`src/sv/gsst_ram.sv`:
```
// ----------------------------------------------------------------------------
// gsst_ram
// simple dual port ram, one write and one registered read per cycle
// ----------------------------------------------------------------------------
module gsst_ram #(
    parameter int WIDTH = 8,
    parameter int DEPTH = 256,
    parameter int AW    = $clog2(DEPTH)
) (
    input  logic             clk,
    input  logic             we,
    input  logic [AW-1:0]    waddr,
    input  logic [WIDTH-1:0] wdata,
    input  logic [AW-1:0]    raddr,
    output logic [WIDTH-1:0] rdata
);

    logic [WIDTH-1:0] mem [DEPTH];

    always_ff @(posedge clk)
    begin
        if (we)
        begin
            mem[waddr] <= wdata;
        end
        rdata <= mem[raddr];
    end

endmodule

```
`config.mk`:
```
export PLATFORM = sky130hd
export DESIGN_NAME = gsst_ram
export DESIGN_NICKNAME = d
export VERILOG_FILES = /design/src/sv/gsst_ram.sv
export SDC_FILE = /design/constraint.sdc
export NUM_CORES = 2
export LEC_CHECK = 0
export BUFFER_PORTS_ARGS = -buffer_cell sky130_fd_sc_hd__buf_2
export CAP_MARGIN = 20
export CORE_UTILIZATION = 40
export CTS_CLUSTER_DIAMETER = 80
export DETAILED_ROUTE_END_ITERATION = 6
export SKIP_LAST_GASP = 1
export SYNTH_ARGS = -nofsm -noshare
export SYNTH_HDL_FRONTEND = slang
export SYNTH_SLANG_ARGS = --single-unit
```
`constraint.sdc`:
```
create_clock -name clk -period 3.8 [get_ports clk]
set_input_delay 0.19 -clock clk [delete_from_list [all_inputs] [get_ports clk]]
set_output_delay 0.19 -clock clk [all_outputs]
set_load 0.02 [all_outputs]
```
==> reports/metrics.yaml <==
grt.total_usage_pct: 20.3
finalPower_uw: 47000
route.vias.total: 39200
setup_viol: 0
drv_slew: 0
cp_common_cell: "nor4_1"
drc_errors: 0
grt_antenna_before_repair: 20
critPathMaxStageDelay_ps: 1030
yosysUniqueCellTypes: 55
io_pins: 34
slew-limit-headroom_pct: 18.6
cp_num_buf_inv: 1
grt_overflow: 0
wl_per_cell_um: 29.7
final_util_pct: 45.9
pre_cts_slack_ps: -72.1
synth_area_um2: 79600
start_util_pct: 40.3
clk_pin_slew_ps: 60
synthFlopType: "edfxtp_1"
cts_buffers: 204
drtIter0Drc: 4192
via_per_inst: 5.75
power-per-cell-area_nw_per_um2: 519
row_count: 163
tns_ps: 0
worstPathMaxFanout: 1
postCtsSetupBuffers: 0
worst_ep_arrival_time_ps: 3750
cts.path.max_buffers: 3
fmax_mhz: 329
drt_wl_total_um: 203000
routabilityCongestion: 0.863
synth_nets: 3759
finalCriticalPeriod_ps: 3040
final_cell_mix: "edfxtp_1 (2,048), mux4_2 (454), nor2_1 (279)"
grt_max_degree: 138
htreeDepth: 4
fin_crit_sh_pct: 80.1
grt_pass1_wl_um: 292000
cp.required_ps: 4500
nets: 4021
hold_path_class: "input port to register"
crit_type: "register to register"
clock_latency_ps: 870
die_x_um: 448
grt_pass1_vias: 39600
drive_gt1_share_pct: 25.1
outcome: "complete, no violations"
layout_setup_ws_ps: 757
dp_hpwl_um: 127000
critical_path.top_delay_family: "simple AND/OR/NAND/NOR gates"
ant_nets: 0
area_delta_synth_final_pct: 13.8
synth_edf_count: 2048
leakage_uw: 0.0280
cts_root_buf: "clkbuf_16"
rsz0062_at_grt: "no"
yosysSeqAreaShare_pct: 77.5
ys_ff_latch: 2056
report.final.hold_viol_count: 0
fp.dieH_um: 448
critPathLaunchType: "register"
core-area_um2: 197000
critPathSlowestCell: "nor4_1"
synthArstFlopShare_pct: 0
ys_warn_count: 0
tightest_slew_ps: 1220
avgSynthCellArea_um2: 21.3
layout_commonest_cell: "edfxtp_1"
die_area_um2: 201000
endpoint_kind: "register"
syn_inst: 3733
io_buffers: 33
cts_tree: "done"
clock-sinks: 2056
clock_skew_ps: 64.9
crit_chain: "mux4_2 > a22oi_1 > a21oi_1 > nor4_1 > buf_4 > nor4_1"
cap_violations: 0
drt_pre_antenna_iters: 7
cts_resized: 0
ir_worst_vdd_mv: 0.510
## metal layers
metal,global-route usage (%),vias to the layer above,part of all wire (%)
li1,-,16200,-
met5,0,-,0.027
met1,28.5,21000,41
met2,32.1,1607,48
met3,4.02,332,7.6
met4,6.40,8,2.8
## area by class of cell
type | instances | area, um2
fillers | 16500 | 107000
diodes | 7 | 17.5
repair buffers | 289 | 2600
well taps | 2640 | 3300
clock buffers | 258 | 5430
clock inverters | 119 | 1050
inverters | 2 | 7.51
multi-input cells | 1442 | 16500
flip-flops and latches | 2056 | 61700
## flip-flops by register name, summed over array words and instances, names as in the netlist
register  cells
mem        2048
rdata         8
## cells by family after synthesis
family,Yosys count,synth area share [%]
simple gates,466,2.63
flops,2056,77.5
buf+inv,235,1.83
mux,591,14.6
compound gates,385,3.42
## where the power goes
part           internal, uW  switching [uW]  leakage [uW]
clock                 10900            8600       0.00318
combinational           844            1550       0.00636
sequential            25000            52.6        0.0185
## what timing repair did
action | CTS | global route
endpoints found under the hold margin | 539 | 0
hold buffers | 8 | 0
endpoints found under the setup margin | 0 | 0
## path summary, 6_finish.rpt
| check | from | end | slack (ps) | depth (start not counted) |
|---|---|---|---|---|
| max reg2reg | mem[211][7] | rdata[7] | 760 | 6 |
| max | mem[211][7] | rdata[7] | 760 | 6 |
| min reg2reg | mem[32][5] | rdata[5] | 1060 | 7 |
| min | waddr[4] | mem[243][1] | 80 | 4 |
## synth_stat cells, types with 13 or more instances
library cell | instances | area (um2)
a21oi_1 | 96 | 480
a211oi_1 | 16 | 120
mux2i_1 | 134 | 1340
nor3_1 | 22 | 110
edfxtp_1 | 2048 | 61500
buf_8 | 13 | 195
nand3_1 | 34 | 170
buf_4 | 27 | 203
o221ai_1 | 46 | 403
a221oi_1 | 13 | 114
nor2b_1 | 31 | 194
nor2_1 | 282 | 1060
buf_6 | 21 | 236
a22oi_1 | 133 | 998
clkbuf_1 | 111 | 417
buf_1 | 22 | 82.6
nor4_1 | 24 | 150
buf_2 | 31 | 155
nand2_1 | 33 | 124
mux4_2 | 454 | 10200
o22ai_1 | 28 | 175
## worst min-delay path: stages
cell	delay [ps]
buf_2	160
nand4_1	110
buf_4	180
nor2_1	100
## through the flow
stage                     std cells  area (um2)  hold slack [ps]
after CTS                      6806       90600             17.6
after global routing           6810       90600             65.1
after floorplan                3733       79600              289
final                          6813       90600             77.5
after detailed placement       6421       84000              680
after global placement         6418       84000              683
(Power assumes the default switching activity.)
